### src/sv/sle_pkg.sv
// Shared types and constants for the sorted list engine.
// No dependencies; every other file of the block refers to this package.
`default_nettype none

package sle_pkg;

   localparam int VALUE_W  = 32;
   localparam int POS_W    = 7;
   localparam int CMD_W    = 2;
   localparam int STATUS_W = 2;

   typedef enum logic [CMD_W-1:0] {
      CMD_INSERT = 2'd0,
      CMD_REMOVE = 2'd1,
      CMD_READ   = 2'd2
   } cmd_type;

   typedef enum logic [STATUS_W-1:0] {
      STATUS_OK    = 2'd0,
      STATUS_RANGE = 2'd1,
      STATUS_FULL  = 2'd2
   } status_type;

   // Broadcast from the controller to every cell of the list.
   typedef struct packed {
      logic                       ins_en;
      logic                       rem_en;
      logic signed [VALUE_W-1:0]  new_value;
   } cell_ctl_type;

endpackage

`default_nettype wire

### src/sv/sle_cell.sv
// One storage cell of the sorted list: holds one entry and trades it with its neighbors.
// Depends on sle_pkg for the control struct and field widths.
`default_nettype none

module sle_cell #(
   parameter int IDX = 0,
   parameter int CW  = 7
) (
   input  wire logic                                clock,
   input  wire sle_pkg::cell_ctl_type              ctl,
   input  wire logic [CW-1:0]                      count,
   input  wire logic [CW-1:0]                      rem_start,
   input  wire logic signed [sle_pkg::VALUE_W-1:0] left_value,
   input  wire logic                                left_ge,
   input  wire logic signed [sle_pkg::VALUE_W-1:0] right_value,
   output logic signed [sle_pkg::VALUE_W-1:0]      value,
   output logic                                     ge
);

   localparam logic [CW-1:0] IDX_C = CW'(IDX);

   logic signed [sle_pkg::VALUE_W-1:0] value_ff;
   logic signed [sle_pkg::VALUE_W-1:0] value_in;
   logic                                occupied;

   assign occupied = IDX_C < count;
   // Entries are sorted, so this flag reads 0..0 1..1 along the occupied cells.
   assign ge       = occupied && (value_ff >= ctl.new_value);
   assign value    = value_ff;

   always_comb begin
      value_in = value_ff;
      if (ctl.ins_en) begin
         if (left_ge) begin
            value_in = left_value;
         end else if (ge || (IDX_C == count)) begin
            value_in = ctl.new_value;
         end
      end else if (ctl.rem_en) begin
         if (IDX_C >= rem_start) begin
            value_in = right_value;
         end
      end
   end

   always_ff @(posedge clock) begin
      value_ff <= value_in;
   end

endmodule

`default_nettype wire

### config.mk
export PLATFORM = sky130hd
export DESIGN_NAME = sle_cell
export DESIGN_NICKNAME = d
export VERILOG_FILES = /design/src/sv/sle_pkg.sv /design/src/sv/sle_cell.sv
export SDC_FILE = /design/constraint.sdc
export NUM_CORES = 1
export LEC_CHECK = 0
export BUFFER_PORTS_ARGS = -buffer_cell sky130_fd_sc_hd__buf_2
export CELL_PAD_IN_SITES_DETAIL_PLACEMENT = 0
export CELL_PAD_IN_SITES_GLOBAL_PLACEMENT = 2
export CORE_ASPECT_RATIO = 1.2
export CORE_MARGIN = 2
export CORE_UTILIZATION = 25
export DETAILED_ROUTE_END_ITERATION = 7
export GPL_ROUTABILITY_DRIVEN = 0
export GPL_TIMING_DRIVEN = 0
export PLACE_DENSITY_LB_ADDON = 0.1
export SLEW_MARGIN = 20
export SYNTH_ARGS = -nofsm -noshare
export SYNTH_HDL_FRONTEND = slang
export SYNTH_SLANG_ARGS = --single-unit
### constraint.sdc
create_clock -name clock -period 8.8 [get_ports clock]
set_input_delay 0.44 -clock clock [delete_from_list [all_inputs] [get_ports clock]]
set_output_delay 0.44 -clock clock [all_outputs]
set_load 0.01 [all_outputs]
==> results of run 1 <==
## worst register-to-register path: stages (launching register included)
cell      delay (ns)
edfxtp_1        0.40
ha_1            0.34
nand4_1         0.16
or4_1           0.59
a31oi_1         0.25
o41ai_1         0.20
a41oi_4         0.48
buf_8           0.23
## through the flow
stage / utilization / hold WS (ns) / setup slack [ns]
after CTS: 0.3704 / 0.4759 / 5.743
after global routing: 0.3704 / 0.4963 / 5.626
after detailed placement: 0.3561 / 0.7658 / 5.603
final: 0.3704 / 0.4801 / 5.848
after floorplan: - / 0.6656 / 5.710
after global placement: 0.3505 / 0.7589 / 4.536
## kinds of logic after synthesis
family / share of synthesized area
adders and majority gates: 0.1616
buffers and inverters: 0.06818
DFF: 0.3879
and+or+nand+nor: 0.1086
muxes: 0.1293
AOI/OAI and AO/OA: 0.1445
## cell type report
type / instances / area [um2] / area share
multi-input cells: 183 / 1359 / 0.3836
flip-flops and latches: 32 / 960.9 / 0.2713
clock buffers: 7 / 132.6 / 0.03744
plain buffers: 11 / 45.04 / 0.01272
clock inverters: 1 / 3.754 / 0.001060
repair buffers: 146 / 763.2 / 0.2155
inverters: 33 / 123.9 / 0.03497
well taps: 123 / 153.9 / 0.04345
## Yosys cell counts
| library cell | instances | area share |
|---|---|---|
| a21o_1 | 2 | 0.0061 |
| a2bb2oi_1 | 1 | 0.0035 |
| and2_0 | 1 | 0.0025 |
| nor2b_1 | 1 | 0.0025 |
| nand2_1 | 7 | 0.011 |
| nand4_1 | 5 | 0.013 |
| o211ai_1 | 1 | 0.0030 |
| a221oi_1 | 1 | 0.0035 |
| mux2i_1 | 32 | 0.13 |
| nor4_2 | 1 | 0.0050 |
| and4_1 | 1 | 0.0035 |
| nand3_1 | 2 | 0.0040 |
| a41oi_2 | 1 | 0.0066 |
| clkbuf_1 | 8 | 0.012 |
| a21oi_1 | 45 | 0.091 |
| o21ai_0 | 2 | 0.0040 |
| inv_1 | 33 | 0.050 |
| a221o_1 | 1 | 0.0040 |
| nor4_1 | 2 | 0.0050 |
| a22o_1 | 1 | 0.0035 |
| a2111oi_0 | 1 | 0.0035 |
| ha_1 | 32 | 0.16 |
| nor2_1 | 35 | 0.053 |
| nor4b_1 | 1 | 0.0035 |
| o41ai_1 | 1 | 0.0035 |
| edfxtp_1 | 32 | 0.39 |
| or4_1 | 2 | 0.0061 |
| o2bb2ai_1 | 1 | 0.0035 |
| buf_2 | 3 | 0.0061 |
| o21a_1 | 1 | 0.0030 |
| o21bai_1 | 1 | 0.0030 |
| a31oi_1 | 1 | 0.0025 |
## worst min-delay path by stage
stage                     end             from
CTS                  value[8]   right_value[8]
global route        value[10]  right_value[10]
detailed placement   value[8]   right_value[8]
global placement     value[9]   right_value[9]
finish               value[9]   right_value[9]
floorplan           value[10]  right_value[10]
## routing by layer
layer / part of all wire / track usage
met1: 0.40 / 0.1686
met2: 0.52 / 0.2738
met3: 0.070 / 0.03795
met4: 0.010 / 0.03478
met5: 0 / 0
## where the power goes
part	switching [W]	leakage [nW]	total [W]	internal [W]
Sequential	0.00000648	0.306	0.000191	0.000185
Combinational	0.0000679	1.42	0.000129	0.0000612
Clock	0.0000630	0.0655	0.000167	0.000104
==> run metrics, run 1 <==
status=completed; die height=approximately 110 um; final net count=558; VDD IR-drop max=0.07390 mV; overall power=between 0.0004 and 0.0005 W; max FFs per register=32; reg2reg start=value[14]; Reg2Reg Depth=7; Pleak=1.789 nW; Post-CTS Hold Buffers=0; Top Ports=147; RSZ-0062 raised after global routing=no; critical path depth=7; Layout area overhead=42.98%; syn_area_per_cell=9.565 um2; Clk Latency, worst-skew pair=0.28 ns; vias in the first global route=2519; Fin Setup TNS=0 ns; Finish-stage setup viols=0; Tot GR Track Use=0.1484; final cell count without fillers=~540; placed cells=528; max-slew violations=0; fmax=between 300 and 400 MHz; # fillers=1049; Critical Path AT=~2.5 ns; count of port buffers added during placement=144; most common cell after layout, fill and taps aside=buf_2; Root Buffer=clkbuf_16; Worst Clk Skew=0.007494 ns; CP Cell Sequence=ha_1, nand4_1, or4_1, a31oi_1, o41ai_1, a21oi_1, buf_2; Starting Density=0.2590; kind of critical path=register to output pin; Net Count, Synth=405; Routed WL per cell=14.67 um; pin count of the biggest net entering global routing=14; commonest non-fill, non-tap cells in the layout=buf_2, a21oi_1, nor2_1, inv_1; initial antenna violation count=0; crit path capture=ge; grt total ovfl=0; die area=10730 um2; Vias=about 2400; final hold violation count=0; Netlist cell types=32; Worst setup EP type=output pin; Hold Crit Class=primary input to register; maximum root-to-sink buffer count=2; CTS tree=built; slowest stage cell on the critical path=or4_1; post-CTS setup buffer count=0; # rows=39; reg-to-reg setup timing slack=between 5 and 6 ns; H-tree depth=2; clock sink count=32; antenna cell count=0; Critical Path Start Type=register; # Max-Cap Violations=0; Mapped Area=~2500 um2; slowest stage delay, CP=0.59 ns; ANT nets after route=0; Worst Setup SP=value[14]; gate count of the mapped netlist=259; Worst-Margin Slew=0.7467 ns; Total Wirelength=7.863 mm; number of synthesis warnings=0; share of cells above drive strength 1=0.3777; DP HPWL=6.355 mm; number of vias per cell=4.496; post-layout instance area=around 3500 um2; Crit path max-delay family=simple AND/OR/NAND/NOR gates; post-synthesis sequential area ratio=0.3879; cts repair resizes=0; FF+latch count, synth=32; CTS buffer count=5; Tmin final=2.952 ns; Post-route DRC=0; Power Density=about 140 nW/um2; first drt pass iteration count=4; global-route wire length before repair=about 12 mm; final period utilization=0.3355; width of the die=94.88 um; Crit Path Max Fanout=3; WHS Path Cells=3; Worst Path Buf+Inv=1; FF-to-FF End=value[5]; required time of the worst setup path=8.36 ns; Cell Area, Placed=3406 um2; clk slew on worst S/H paths=0.06 ns; Rel. slew slack=0.4957; starting DRC count in detailed routing=50; core footprint=between 9000 and 10000 um2
Power figures use the tool's default switching activity.
==> run 2, diff against run 1 <==
--- a/config.mk
+++ b/config.mk
@@ -10,7 +10,7 @@
 export CELL_PAD_IN_SITES_GLOBAL_PLACEMENT = 2
 export CORE_ASPECT_RATIO = 1.2
 export CORE_MARGIN = 2
-export CORE_UTILIZATION = 25
+export CORE_UTILIZATION = 22
 export DETAILED_ROUTE_END_ITERATION = 7
 export GPL_ROUTABILITY_DRIVEN = 0
 export GPL_TIMING_DRIVEN = 0
==> constraint.sdc (replaced) <==
create_clock -name clock -period 2.6 [get_ports clock]
set_input_delay 0.13 -clock clock [delete_from_list [all_inputs] [get_ports clock]]
set_output_delay 0.13 -clock clock [all_outputs]
set_load 0.01 [all_outputs]
==> run metrics, run 2 (same netlist as run 1, synthesis figures left out) <==
post-route core utilization=0.3364; final net count=between 500 and 600; fmax=395.6 MHz; first drt pass iteration count=4; Net Sw Frac=0.2861; pre-CTS WS=-0.4675 ns; die area=12130 um2; overall power=0.001686 W; min-delay src=right_value[15]; Tot GR Track Use=0.1372; # rows=42; CTS tree=built; ANT nets after route=0; vias in the first global route=2546; pin count of the biggest net entering global routing=14; kind of critical path=register to register; share of cells above drive strength 1=0.4038; Root Buffer=clkbuf_16; die height=about 120 um; Routed WL per cell=14.90 um; final period utilization=0.9722; Top Ports=147; core footprint=10980 um2; RSZ-0062 raised after global routing=yes; met3 routed WL=about 640 um; status=completed; Clk pwr share=0.336; maximum root-to-sink buffer count=2; met1 wire length=3.353 mm; Worst setup EP type=register; Worst Clk Skew=roughly 0.0038 ns; Hold Crit Class=primary input to register; Crit Path Max Fanout=11; reg2reg start=value[9]; CTS buffer count=5; final hold violation count=0; Power Density=approximately 460 nW/um2; # Max-Cap Violations=0; met2 WL=4.072 mm; post-layout instance area=3695 um2; top routing layer in use=met4; Pleak=1.830 nW; initial antenna violation count=0; global-route wire length before repair=12.83 mm; grt total ovfl=0; Total Wirelength=8.167 mm; Vias=2428; Starting Density=0.2256; FF-to-FF End=value[6]; H-tree depth=2; Tmin final=2.528 ns; clk slew on worst S/H paths=0.05 ns; Critical Path AT=2.52 ns; DP HPWL=around 6.8 mm; Int Power=0.001204 W; VDD IR-drop max=0.1899 mV; number of vias per cell=between 4 and 5; Sequential Power Share=0.386; reg-to-reg setup timing slack=0.07 ns; starting DRC count in detailed routing=52; hold path endpoint=value[15]; WHS Path Cells=3; Critical Path Start Type=register; Finish-stage setup viols=0; most common cell after layout, fill and taps aside=buf_2; Worst Setup SP=value[9]; commonest non-fill, non-tap cells in the layout=buf_2, a21oi_1, nor2_1, inv_1; Cell Area, Placed=~3400 um2; Clk Latency, worst-skew pair=0.28 ns; Layout area overhead=49.14%; max FFs per register=32; PnR worst setup slack=0.07233 ns; Rel. slew slack=0.6130; P_sw=0.0004823 W; antenna cell count=0; Reg2Reg Depth=8; Worst-Margin Slew=0.5806 ns; clock sink count=32; combinational power share=0.278; max-slew violations=0; count of port buffers added during placement=144; Post-route DRC=0; width of the die=100.9 um; required time of the worst setup path=around 2.6 ns; Fin Setup TNS=0 ns
[run 2: power groups by stage]
stage          clock [W]  sequential (W)  combinational (W)
6_report        0.000566        0.000650           0.000469
5_1_grt         0.000612        0.000656           0.000533
4_1_cts         0.000600        0.000649           0.000472
3_5_place_dp           0        0.000660           0.000456
3_3_place_gp           0        0.000660           0.000443
2_1_floorplan          0        0.000678           0.000215
[run 2: metrics by stage]
| stage | hold slack, ns | std cells |
|---|---|---|
| floorplan | 0.3556 | 259 |
| global placement | 0.4483 | 535 |
| detailed placement | 0.4553 | 537 |
| CTS | 0.1621 | 547 |
| global route | 0.1788 | 548 |
| finish | 0.1728 | 548 |
[run 2: timing repair]
item / CTS / global route
setup buffers: 2 / 1
hold buffers: 0 / 0
cloned: 0 / 0
setup endpoints to repair: 33 / 33
pin swaps: 3 / 2
resized for setup: 5 / 7
[run 2: worst max-delay path by stage]
stage                end  slack (ns)  cells after the start
2_1_floorplan   value[0]       -0.14                      6
3_3_place_gp    value[6]       -0.90                      6
3_5_place_dp    value[6]       -0.47                      7
4_1_cts        value[12]       0.004                      8
5_1_grt        value[12]       -0.03                      8
6_report        value[6]        0.07                      8
[run 2: worst max-delay path, stage by stage, from the launching register on]
cell and delay (ns):
edfxtp_1 0.40, ha_1 0.32, nand4_1 0.14, or4_4 0.56, a31oi_4 0.20, o41ai_4 0.11
a41oi_4 0.22, buf_12 0.15, buf_8 0.14
[run 2: metal layers]
layer | vias up | GRT usage
met5 | - | 0
met2 | 93 | 0.2458
met4 | 0 | 0.03853
met3 | 9 | 0.03815
li1 | 1248 | -
met1 | 1078 | 0.1574
[run 2: final cells by class]
type,instances,area [um2]
Fill cell,1219,7288
Multi-Input combinational cell,183,1465
Sequential cell,32,960.9
Timing Repair Buffer,149,798.3
Tap cell,132,165.2
Clock buffer,7,132.6
Inverter,33,123.9
Buffer,11,45.04
Clock inverter,1,3.754
==> run 3, diff against run 2 <==
--- a/config.mk
+++ b/config.mk
@@ -10,7 +10,7 @@
 export CELL_PAD_IN_SITES_GLOBAL_PLACEMENT = 2
 export CORE_ASPECT_RATIO = 1.2
 export CORE_MARGIN = 2
-export CORE_UTILIZATION = 22
+export CORE_UTILIZATION = 24
 export DETAILED_ROUTE_END_ITERATION = 7
 export GPL_ROUTABILITY_DRIVEN = 0
 export GPL_TIMING_DRIVEN = 0
==> constraint.sdc (replaced) <==
create_clock -name clock -period 2.55 [get_ports clock]
set_input_delay 0.1275 -clock clock [delete_from_list [all_inputs] [get_ports clock]]
set_output_delay 0.1275 -clock clock [all_outputs]
set_load 0.01 [all_outputs]
==> run metrics, run 3 (same netlist as run 1, synthesis figures left out) <==
status=complete, but fails checks; failing checks=setup timing; Tmin final=between 2 and 3 ns; Total Wirelength=8.165 mm; final hold violation count=0; VDD IR-drop max=0.2070 mV; Hold Crit Class=primary input to register; kind of critical path=register to register; Pleak=1.878 nW; die height=between 100 and 150 um; clock sink count=32; final period utilization=1.019; Cell Area, Placed=3430 um2; CP Cell Sequence=ha_4, nand4_1, or4_4, a31oi_4, o41ai_4, a41oi_4, clkbuf_16, buf_12; post-layout instance area=3786 um2; Vias=between 2000 and 2500; ANT nets after route=0; Net Sw Frac=0.2740; initial antenna violation count=0; Sequential Power Share=0.362; Starting Density=0.2475; RSZ-0062 raised after global routing=yes; Crit Path Max Fanout=11; Critical Path Start Type=register; top routing layer in use=met4; die area=11150 um2; max-slew violations=0; FF/Latch Area=960.9 um2; pin count of the biggest net entering global routing=12; clk slew on worst S/H paths=0.06 ns; slowest stage delay, CP=0.58 ns; commonest non-fill, non-tap cells in the layout=buf_2, a21oi_1, nor2_1, inv_1; met3 routed WL=491 um; number of vias per cell=4.540; slowest stage cell on the critical path=or4_4; Worst-Margin Slew=around 0.61 ns; # rows=40; CTS tree=built; Crit path max-delay family=simple AND/OR/NAND/NOR gates; Top Ports=147; Clk Latency, worst-skew pair=0.28 ns; Post-route DRC=0; Tot GR Track Use=0.1449; CTS buffer count=5; Root Buffer=clkbuf_16; Finish-stage setup viols=22; # fillers=1081; final net count=567; starting DRC count in detailed routing=54; PnR worst setup slack=-0.04868 ns; Critical Path AT=2.59 ns; final hold slack=~0.17 ns; Routed WL per cell=14.90 um; antenna cell count=0; count of port buffers added during placement=approximately 140; fmax=384.8 MHz; Worst setup EP type=register; pre-CTS WS=-0.6078 ns; H-tree depth=2; DP HPWL=6.621 mm; share of cells above drive strength 1=0.4218; maximum root-to-sink buffer count=2; most common cell after layout, fill and taps aside=buf_2; post-route core utilization=0.3783; Rel. slew slack=0.5912; Int Power=0.001332 W; Power Density=484.4 nW/um2; width of the die=96.75 um; max FFs per register=32; P_sw=approximately 0.0005 W; met2 WL=4.212 mm; Clk pwr share=0.369; Worst Clk Skew=0.007460 ns; combinational power share=0.269; vias in the first global route=2602; # Max-Cap Violations=0; core footprint=between 10000 and 15000 um2; Layout area overhead=52.83%; first drt pass iteration count=4; area of the multi-input gates=1490 um2; Worst Path Buf+Inv=2; required time of the worst setup path=2.54 ns; grt total ovfl=0; met1 wire length=between 3 and 4 mm; global-route wire length before repair=12.77 mm
-- run 3: final cells by class --
type | instances | share of cell area
repair buffers | 155 | 0.2234
well taps | 126 | 0.04164
clock buffers | 5 | 0.03305
flip-flops and latches | 32 | 0.2538
multi-input cells | 183 | 0.3936
plain buffers | 11 | 0.01190
clock inverters | 3 | 0.009914
inverters | 33 | 0.03272
-- run 3: per-layer routing --
metal | track usage | up-vias
li1 | - | 1261
met1 | 0.1643 | 1137
met2 | 0.2694 | 83
met3 | 0.03343 | 7
met4 | 0.04789 | 0
met5 | 0 | -
-- run 3: tightest hold or removal path, stage by stage --
cell     delay [ns]
buf_2          0.08
nor2_1         0.03
a21oi_1        0.09
-- run 3: power groups by stage --
stage | clock (W) | combinational (W) | sequential (W)
after floorplan | 0 | 0.000220 | 0.000691
after global placement | 0 | 0.000448 | 0.000672
after detailed placement | 0 | 0.000461 | 0.000673
after CTS | 0.000703 | 0.000487 | 0.000663
after global routing | 0.000724 | 0.000559 | 0.000669
final | 0.000678 | 0.000493 | 0.000663
-- run 3: stage by stage --
step | power (W) | cells | setup TNS [ns]
after floorplan | 0.0009107 | 259 | -5.982
after global placement | 0.001120 | 529 | -27.88
after detailed placement | 0.001134 | 531 | -14.38
after CTS | 0.001853 | 544 | -0.6038
after global routing | 0.001952 | 548 | -3.283
final | 0.001834 | 548 | -0.8188
-- run 3: repair_timing --
| action | in CTS | in global routing |
|---|---|---|
| cloned | 0 | 0 |
| setup buffers | 5 | 4 |
| pin swaps | 5 | 7 |
| hold buffers | 0 | 0 |
| setup endpoints to repair | 33 | 33 |
| resized for setup | 8 | 9 |
-- run 3: worst paths after layout --
check                  start  depth (start not counted)  slack [ns]   endpoint
max                value[10]                          8       -0.05   value[4]
min          right_value[28]                          3        0.17  value[28]
max reg2reg        value[10]                          8       -0.05   value[4]
min reg2reg        value[15]                          4        1.24  value[24]
